<file path="config.mk">
export PLATFORM = sky130hd
export DESIGN_NAME = framed_pong_reply_parser_flat
export DESIGN_NICKNAME = d
export VERILOG_FILES = /design/src/fpr_pkg.sv /design/src/fpr_stream_if.sv /design/src/framed_pong_reply_parser.sv /design/src/flat_wrapper.sv
export VERILOG_INCLUDE_DIRS = /design/src /design/src/src
export SDC_FILE = /design/constraint.sdc
export NUM_CORES = 1
export LEC_CHECK = 0
export BUFFER_PORTS_ARGS = -buffer_cell sky130_fd_sc_hd__buf_2
export CAP_MARGIN = 5
export CORE_MARGIN = 2
export CORE_UTILIZATION = 30
export DETAILED_ROUTE_END_ITERATION = 7
export PLACE_DENSITY = 0.5
export RECOVER_POWER = 100
export SETUP_SLACK_MARGIN = 0.15
export SLEW_MARGIN = 20
export SYNTH_ARGS = -nofsm -noshare
export SYNTH_HDL_FRONTEND = slang
export SYNTH_SLANG_ARGS = --single-unit
</file>
<file path="constraint.sdc">
create_clock -name clock -period 18.85 [get_ports clock]
set_input_delay 3.77 -clock clock [delete_from_list [all_inputs] [get_ports clock]]
set_output_delay 3.77 -clock clock [all_outputs]
set_load 0.1 [all_outputs]
</file>
<file path="src/framed_pong_reply_parser_assert.svh">
// ----------------------------------------------------------------------------
// Framed pong reply parser assertion macros
// Shared property forms, clocked on clock and disabled during reset.
// ----------------------------------------------------------------------------
`ifndef FRAMED_PONG_REPLY_PARSER_ASSERT_SVH
`define FRAMED_PONG_REPLY_PARSER_ASSERT_SVH

// condition holds at every edge outside reset
`define FPR_ASSERT_ALWAYS(name, expr, msg) \
   name: assert property (@(posedge clock) disable iff (reset) (expr)) else $error(msg);

// consequent holds in the cycle after the antecedent
`define FPR_ASSERT_NEXT(name, ante, cons, msg) \
   name: assert property (@(posedge clock) disable iff (reset) (ante) |=> (cons)) \
      else $error(msg);

`endif

</file>
<file path="src/fpr_pkg.sv">
// ----------------------------------------------------------------------------
// fpr_pkg
// Types and constants of the framed pong reply parser.
// ----------------------------------------------------------------------------
package fpr_pkg;

   typedef struct packed {
      logic [7:0] rx_byte;
   } req_payload_type;

   typedef struct packed {
      logic [1:0]  event_res;
      logic [31:0] pong_sequence;
      logic [31:0] pong_total;
      logic [31:0] invalid_total;
   } rsp_payload_type;

   localparam logic [1:0] EVENT_NONE     = 2'd0;
   localparam logic [1:0] EVENT_PONG     = 2'd1;
   localparam logic [1:0] EVENT_BAD      = 2'd2;
   localparam logic [1:0] EVENT_OVERFLOW = 2'd3;

   localparam logic [5:0] CAPACITY_RESET = 6'd47;
   localparam logic [5:0] PREFIX_LEN     = 6'd5;

   localparam logic [7:0] CHAR_OPEN  = 8'h3C;
   localparam logic [7:0] CHAR_CLOSE = 8'h3E;
   localparam logic [7:0] CHAR_CR    = 8'h0D;
   localparam logic [7:0] CHAR_LF    = 8'h0A;
   localparam logic [7:0] CHAR_SPACE = 8'h20;
   localparam logic [7:0] CHAR_TAB   = 8'h09;
   localparam logic [7:0] CHAR_VT    = 8'h0B;
   localparam logic [7:0] CHAR_FF    = 8'h0C;
   localparam logic [7:0] CHAR_PLUS  = 8'h2B;
   localparam logic [7:0] CHAR_MINUS = 8'h2D;
   localparam logic [7:0] CHAR_ZERO  = 8'h30;
   localparam logic [7:0] CHAR_NINE  = 8'h39;

   localparam logic [7:0] PREFIX_TEXT [5] = '{8'h50, 8'h4F, 8'h4E, 8'h47, 8'h2C};

   // number parser phases
   localparam logic [1:0] PHASE_SPACE  = 2'd0;
   localparam logic [1:0] PHASE_SIGN   = 2'd1;
   localparam logic [1:0] PHASE_DIGITS = 2'd2;
   localparam logic [1:0] PHASE_DONE   = 2'd3;

endpackage

</file>
<file path="src/fpr_stream_if.sv">
// ----------------------------------------------------------------------------
// fpr_stream_if
// Valid/ready channel carrying one payload item per handshake.
// ----------------------------------------------------------------------------
interface fpr_stream_if #(
   parameter type payload_type = logic
);
   logic        valid;
   logic        ready;
   payload_type payload;

   modport source (output valid, output payload, input ready);
   modport sink   (input valid, input payload, output ready);
endinterface

</file>
<file path="src/framed_pong_reply_parser.sv">
// ----------------------------------------------------------------------------
// Framed pong reply parser
// Parses '<'...'>' framed replies and reports pong sequence numbers.
// ----------------------------------------------------------------------------
// One received byte is taken per clock while the result side keeps up, and
// each byte gives one result item. A byte is held in the input register, then
// the frame and number state and the counters update together (prefix compare,
// a times-ten multiply by shift and add with overflow check, a 32-bit negate
// on close), and the result lands in a two-entry output register; the sustained
// rate is one item per cycle while the result side keeps up.
// The frame state update is the loop that sets that rate. No clearing pass is
// needed after reset. The payload capacity register may only be written
// while no item is in flight.
`include "framed_pong_reply_parser_assert.svh"

module framed_pong_reply_parser
   import fpr_pkg::*;
#(
   parameter int FRAME_BYTES = 48
) (
   input  logic        clock,
   input  logic        reset,
   fpr_stream_if.sink   req_chan,
   fpr_stream_if.source rsp_chan,
   input  logic        csr_we,
   input  logic [5:0]  csr_wdata
);

   localparam logic [5:0] CAP_MAX = 6'(FRAME_BYTES - 1);

   logic [5:0]  capacity_ff;
   logic [7:0]  in_byte_ff;
   logic        in_valid_ff;

   logic        in_frame_ff, in_frame_in;
   logic [5:0]  length_ff, length_in;
   logic        prefix_ok_ff, prefix_ok_in;
   logic [1:0]  phase_ff, phase_in;
   logic        negative_ff, negative_in;
   logic        saturated_ff, saturated_in;
   logic [31:0] acc_ff, acc_in;
   logic [31:0] sequence_ff, sequence_in;
   logic [31:0] pong_cnt_ff, pong_cnt_in;
   logic [31:0] invalid_cnt_ff, invalid_cnt_in;
   logic [1:0]  event_in;

   rsp_payload_type out_data_ff, skid_data_ff, result;
   logic            out_valid_ff, skid_valid_ff;

   logic        advance, pop;
   logic [5:0]  cap;
   logic [7:0]  b;
   logic        is_digit, is_space;
   logic [35:0] acc_next;

   assign advance = in_valid_ff && !skid_valid_ff;
   assign pop     = out_valid_ff && rsp_chan.ready;

   assign req_chan.ready   = !in_valid_ff || advance;
   assign rsp_chan.valid   = out_valid_ff;
   assign rsp_chan.payload = out_data_ff;

   assign cap      = (capacity_ff > CAP_MAX) ? CAP_MAX : capacity_ff;
   assign b        = in_byte_ff;
   assign is_digit = (b >= CHAR_ZERO) && (b <= CHAR_NINE);
   assign is_space = (b == CHAR_SPACE) || (b == CHAR_TAB) || (b == CHAR_VT) ||
                     (b == CHAR_FF);
   assign acc_next = {1'b0, acc_ff, 3'b000} + {3'b000, acc_ff, 1'b0} +
                     {32'd0, b[3:0]};

   always_comb begin
      in_frame_in    = in_frame_ff;
      length_in      = length_ff;
      prefix_ok_in   = prefix_ok_ff;
      phase_in       = phase_ff;
      negative_in    = negative_ff;
      saturated_in   = saturated_ff;
      acc_in         = acc_ff;
      sequence_in    = sequence_ff;
      pong_cnt_in    = pong_cnt_ff;
      invalid_cnt_in = invalid_cnt_ff;
      event_in       = EVENT_NONE;

      if (b == CHAR_OPEN) begin
         in_frame_in  = 1'b1;
         length_in    = '0;
         prefix_ok_in = 1'b1;
         phase_in     = PHASE_SPACE;
         negative_in  = 1'b0;
         saturated_in = 1'b0;
         acc_in       = '0;
      end else if (!in_frame_ff) begin
         // drop bytes outside a frame
      end else if (b == CHAR_CLOSE) begin
         in_frame_in = 1'b0;
         length_in   = '0;
         if (prefix_ok_ff && (length_ff >= PREFIX_LEN)) begin
            if (saturated_ff) begin
               sequence_in = '1;
            end else if (negative_ff) begin
               sequence_in = 32'd0 - acc_ff;
            end else begin
               sequence_in = acc_ff;
            end
            pong_cnt_in = pong_cnt_ff + 32'd1;
            event_in    = EVENT_PONG;
         end else begin
            invalid_cnt_in = invalid_cnt_ff + 32'd1;
            event_in       = EVENT_BAD;
         end
      end else if ((b == CHAR_CR) || (b == CHAR_LF)) begin
         // skip line endings inside a frame
      end else if (length_ff < cap) begin
         length_in = length_ff + 6'd1;
         if (length_ff < PREFIX_LEN) begin
            if (b != PREFIX_TEXT[length_ff[2:0]]) begin
               prefix_ok_in = 1'b0;
            end
         end else begin
            case (phase_ff)
               PHASE_SPACE, PHASE_SIGN, PHASE_DIGITS: begin
                  if (is_digit) begin
                     phase_in = PHASE_DIGITS;
                     if (!saturated_ff) begin
                        if (acc_next[35:32] != 4'd0) begin
                           saturated_in = 1'b1;
                        end else begin
                           acc_in = acc_next[31:0];
                        end
                     end
                  end else if (phase_ff != PHASE_SPACE) begin
                     phase_in = PHASE_DONE;
                  end else if (is_space) begin
                     // hold in leading space
                  end else if (b == CHAR_PLUS) begin
                     phase_in = PHASE_SIGN;
                  end else if (b == CHAR_MINUS) begin
                     negative_in = 1'b1;
                     phase_in    = PHASE_SIGN;
                  end else begin
                     phase_in = PHASE_DONE;
                  end
               end
               default: begin
                  // ignore everything after the number
               end
            endcase
         end
      end else begin
         in_frame_in    = 1'b0;
         length_in      = '0;
         invalid_cnt_in = invalid_cnt_ff + 32'd1;
         event_in       = EVENT_OVERFLOW;
      end

      result.event_res     = event_in;
      result.pong_sequence = sequence_in;
      result.pong_total    = pong_cnt_in;
      result.invalid_total = invalid_cnt_in;
   end

   always_ff @(posedge clock) begin
      if (reset) begin
         capacity_ff    <= CAPACITY_RESET;
         in_valid_ff    <= 1'b0;
         in_frame_ff    <= 1'b0;
         length_ff      <= '0;
         prefix_ok_ff   <= 1'b1;
         phase_ff       <= PHASE_SPACE;
         negative_ff    <= 1'b0;
         saturated_ff   <= 1'b0;
         acc_ff         <= '0;
         sequence_ff    <= '0;
         pong_cnt_ff    <= '0;
         invalid_cnt_ff <= '0;
         out_valid_ff   <= 1'b0;
         skid_valid_ff  <= 1'b0;
      end else begin
         if (csr_we) begin
            capacity_ff <= csr_wdata;
         end

         if (req_chan.valid && req_chan.ready) begin
            in_valid_ff <= 1'b1;
         end else if (advance) begin
            in_valid_ff <= 1'b0;
         end

         if (advance) begin
            in_frame_ff    <= in_frame_in;
            length_ff      <= length_in;
            prefix_ok_ff   <= prefix_ok_in;
            phase_ff       <= phase_in;
            negative_ff    <= negative_in;
            saturated_ff   <= saturated_in;
            acc_ff         <= acc_in;
            sequence_ff    <= sequence_in;
            pong_cnt_ff    <= pong_cnt_in;
            invalid_cnt_ff <= invalid_cnt_in;
         end

         // advance never coincides with a full skid stage
         if (pop) begin
            if (skid_valid_ff) begin
               skid_valid_ff <= 1'b0;
            end else begin
               out_valid_ff <= advance;
            end
         end else if (advance) begin
            if (out_valid_ff) begin
               skid_valid_ff <= 1'b1;
            end else begin
               out_valid_ff <= 1'b1;
            end
         end
      end
   end

   always_ff @(posedge clock) begin
      if (req_chan.valid && req_chan.ready) begin
         in_byte_ff <= req_chan.payload.rx_byte;
      end
      if (pop) begin
         if (skid_valid_ff) begin
            out_data_ff <= skid_data_ff;
         end else begin
            out_data_ff <= result;
         end
      end else if (advance) begin
         if (out_valid_ff) begin
            skid_data_ff <= result;
         end else begin
            out_data_ff <= result;
         end
      end
   end

   `FPR_ASSERT_ALWAYS(a_skid_behind_out, !skid_valid_ff || out_valid_ff,
      "skid stage holds an item while the output register is empty")
   `FPR_ASSERT_ALWAYS(a_length_bound, length_ff <= CAP_MAX,
      "payload length beyond frame capacity")
   `FPR_ASSERT_ALWAYS(a_idle_length, in_frame_ff || (length_ff == 6'd0),
      "payload length nonzero outside a frame")
   `FPR_ASSERT_NEXT(a_pong_count, advance && (event_in == EVENT_PONG),
      pong_cnt_ff == $past(pong_cnt_ff) + 32'd1, "pong count did not advance")

endmodule

</file>
<file path="src/flat_wrapper.sv">
// flat-port wrapper written by rule: the top's interface ports become plain ports
module framed_pong_reply_parser_flat import fpr_pkg::*;
#(
   parameter int FRAME_BYTES = 48
)
  (clock, reset, csr_we, csr_wdata, req_chan_valid, req_chan_payload, req_chan_ready, rsp_chan_valid, rsp_chan_payload, rsp_chan_ready);
  fpr_stream_if #(.payload_type(req_payload_type)) req_chan_i ();
  fpr_stream_if #(.payload_type(rsp_payload_type)) rsp_chan_i ();
  input  logic clock;
  input  logic reset;
  input  logic csr_we;
  input  logic [5:0] csr_wdata;
  input wire logic [$bits(req_chan_i.valid)-1:0] req_chan_valid;
  input wire logic [$bits(req_chan_i.payload)-1:0] req_chan_payload;
  output wire logic [$bits(req_chan_i.ready)-1:0] req_chan_ready;
  output wire logic [$bits(rsp_chan_i.valid)-1:0] rsp_chan_valid;
  output wire logic [$bits(rsp_chan_i.payload)-1:0] rsp_chan_payload;
  input wire logic [$bits(rsp_chan_i.ready)-1:0] rsp_chan_ready;
  assign req_chan_i.valid = req_chan_valid;
  assign req_chan_i.payload = req_chan_payload;
  assign req_chan_ready = req_chan_i.ready;
  assign rsp_chan_valid = rsp_chan_i.valid;
  assign rsp_chan_payload = rsp_chan_i.payload;
  assign rsp_chan_i.ready = rsp_chan_ready;
  framed_pong_reply_parser #(.FRAME_BYTES(FRAME_BYTES)) u_core (.clock(clock), .reset(reset), .req_chan(req_chan_i), .rsp_chan(rsp_chan_i), .csr_we(csr_we), .csr_wdata(csr_wdata));
endmodule
</file>
==> flow_summary.toml <==
[global_routing]
grt_max_degree = 81
track_usage_pct = 14.0
grt_overflow_total = 0
antenna_found_initial = 1
grt_pass1_vias = 13500
grt_pass1_wl_mm = 71.9

[sta]
period_share_pct = 50.0
worstMarginPinSlew_ns = 3.92
final_max_slew_viol_count = 555
layout_min_cycle_time_ns = 9.43
hold_viol_final = 0
final.setup_skew_ns = 0.0291
worst_slew_margin_rel_pct = -161
finalSetupTns_ns = 0
rsz0062_at_grt = "false"
setup_viol = 0
fmax_mhz = 106

[floorplanning]
num_rows = 90
dieArea_um2 = 62700
chipHeight_um = 250
initial_core_util_pct = 30.3
ioPinCount = 119
die_w_um = 250
coreArea_um2 = 60200

[worst_setup_path]
reg2regPathDepth = 5
reg2reg_slack_ns = 12.45
r2r_end = "u_core.rsp_chan.payload[38]"
cp.arrival_ns = 9.83
required_ns = 19.25
cp-start-kind = "primary input"
r2r_start = "u_core.skid_valid_ff"
endpoint_kind = "flop"
crit_type = "primary input to flop"
critPathMaxFanout = 64

[clocking]
htree_levels = 2
cts_resized = 0
cts_hold_buf = 0
post_cts_buffers = 0
cts_inserted_buffers = 38
max-clock-path-buffers = 3
cts_tree = "built"
cts_root_buf = "clkbuf_16"
cts.sinks = 353
clk_pin_slew_ns = 0.06
clock_latency_ns = 0.55

[final_layout]
stdcell_count = 2806
final_common_cell = "nand2_1"
fill_cells = 6126
most-common-layout-cells = "nand2_1, nor2_1, edfxtp_1"
antenna_cells = 0
syn2layout_area_growth_pct = 13.0
nets = 2092
drive_gt1_share_pct = 5.19

[flow_run]
drv_cap = 12

[yosys]
synth_fp_nets = 2011
ys.warnings.count = 0
syn_area_per_cell_um2 = 9.52
synthArstFlopShare_pct = 0
ys.flop_type = "edfxtp_1"
synth.top_cell.area_share_pct = 33.6
synth_seq_cells = 353
netlist_instances = 1915
synth_edf_count = 204
yosysTopAreaCell = "edfxtp_1"
yosys-top-cells-area = "edfxtp_1, dfxtp_1, nand2_1"
ys_seq_area_share_pct = 50.0
ys_types = 79
syn_area_um2 = 18200

[drt]
dr.pass1.iters = 5
ant_nets = 0
drc = 0
first_iter_violations = 649
wl_per_cell_um = 16.0
vias = 13700
via_per_inst = 4.87
wirelength_mm = 44.8

[min_path]
hold_path_end = "u_core.sequence_ff[25]"
holdPathStages = 2
holdCritStartpoint = "u_core.sequence_ff[25]"
min_path_type = "flop to flop"

[placed_design]
hpwl_mm = 30.8
place_congestion = 0.814
dp.cells = 2737
portBuffers = 118

[power]
p_clk_share_pct = 44.1
power_switching_uw = 439
p_leak_uw = 0.00799
p_int_uw = 1290
peakVddDrop_mv = 0.0555
netSwitchingFraction_pct = 25.3
pwr-share-comb_pct = 7.4
p_seq_share_pct = 48.4
power_density_nw_per_um2 = 84.1
power.total_uw = 1730

[run_status]
violations = "max-capacitance violations, max-slew violations"
status = "finished with violations"
## critical path, cell delays in order
cell and delay (ns):
clkbuf_1 1.76, clkbuf_1 2.27, nor2_1 1.38, o311ai_0 0.45, mux2i_1 0.12
## sequential cells by signal (all words and copies together) (netlist names)
signal,flops
u_core.length_ff,6
u_core.saturated_ff,1
u_core.skid_valid_ff,1
u_core.rsp_chan.payload,98
u_core.invalid_cnt_ff,32
u_core.prefix_ok_ff,1
u_core.rsp_chan.valid,1
u_core.pong_cnt_ff,32
u_core.phase_ff,2
u_core.negative_ff,1
u_core.in_valid_ff,1
u_core.b,8
u_core.in_frame_ff,1
u_core.skid_data_ff,98
u_core.capacity_ff,6
u_core.sequence_ff,32
u_core.acc_ff,32
## worst max-delay path by stage
stage                               startpoint                          to  slack [ns]  cells after the start
after floorplan           u_core.skid_valid_ff  u_core.rsp_chan.payload[0]       10.25                      5
after global placement                   reset           u_core.acc_ff[28]       12.73                      5
after detailed placement                 reset           u_core.acc_ff[28]       12.65                      5
after CTS                                reset           u_core.acc_ff[28]       13.23                      5
after global routing                     reset           u_core.acc_ff[28]        8.64                      5
final                                    reset           u_core.acc_ff[28]        9.42                      5
## cell families (layout without fill, tap and decap cells)
group,Yosys count,after routing,share of synthesized area (%)
compound gates,284,284,9.82
simple gates,833,833,20.0
buf+inv,132,241,2.86
flops,353,353,50.0
fa+ha+maj,77,77,5.37
mux,60,60,3.53
xor+xnor,176,176,8.46
## synth_stat cells, types with 3 or more instances
library cell and count:
nor2b_1 9, a311oi_1 3, or3_1 22, a41o_1 3, nand2_1 320, nor3b_1 3
or4_1 6, o21ai_1 6, nor2_1 286, a31oi_1 14, mux2_4 3, nor4_1 9
buf_2 8, xnor2_1 77, nor3_1 39, or2_2 4, o31ai_1 12, dfxtp_1 149
a21o_1 12, o211ai_1 11, o21ai_0 46, nand2b_1 9, a21oi_1 119, clkbuf_1 70
mux2_2 21, nand4_1 26, buf_1 10, edfxtp_1 204, inv_1 38, nand3_1 55
o21bai_1 3, a211oi_1 7, inv_2 3, xor2_1 99, and3_1 20, ha_1 75
and2_1 9, o41ai_1 7, o21a_1 11, mux2i_1 35
## power by group through the flow
stage	clock (uW)	sequential, uW	combinational [uW]
after floorplan	0	941	22.7
after global placement	0	854	134
after detailed placement	0	854	135
after CTS	789	837	135
after global routing	816	840	134
final	765	838	129
## routing by layer
metal | routed length, um | GRT usage (%) | vias to the layer above
li1 | - | - | 6843
met3 | 1680 | 1.90 | 67
met1 | 21000 | 18.3 | 6538
met4 | 911 | 3.80 | 2
met2 | 21100 | 24.3 | 223
met5 | 12 | 0 | -
## final cells by class
cell class | count | area, um^2 | area share, %
flip-flops and latches | 353 | 9110 | 44.2
well taps | 782 | 978 | 4.75
multi-input cells | 1430 | 8570 | 41.6
repair buffers | 132 | 518 | 2.52
clock buffers | 50 | 1030 | 4.98
inverters | 41 | 154 | 0.747
clock inverters | 18 | 230 | 1.12
## metrics by stage
stage	util, %	worst slack, ns	area (um^2)	hold slack, ns
6_report	34.2	9.42	20600	0.456
5_1_grt	34.2	8.64	20600	0.473
4_1_cts	34.6	13.23	20800	0.455
3_5_place_dp	32.5	12.65	19600	0.447
3_3_place_gp	32.5	12.73	19600	0.442
2_1_floorplan	-	10.25	18200	0.437
Note: power is estimated with default switching activity, not from simulation.
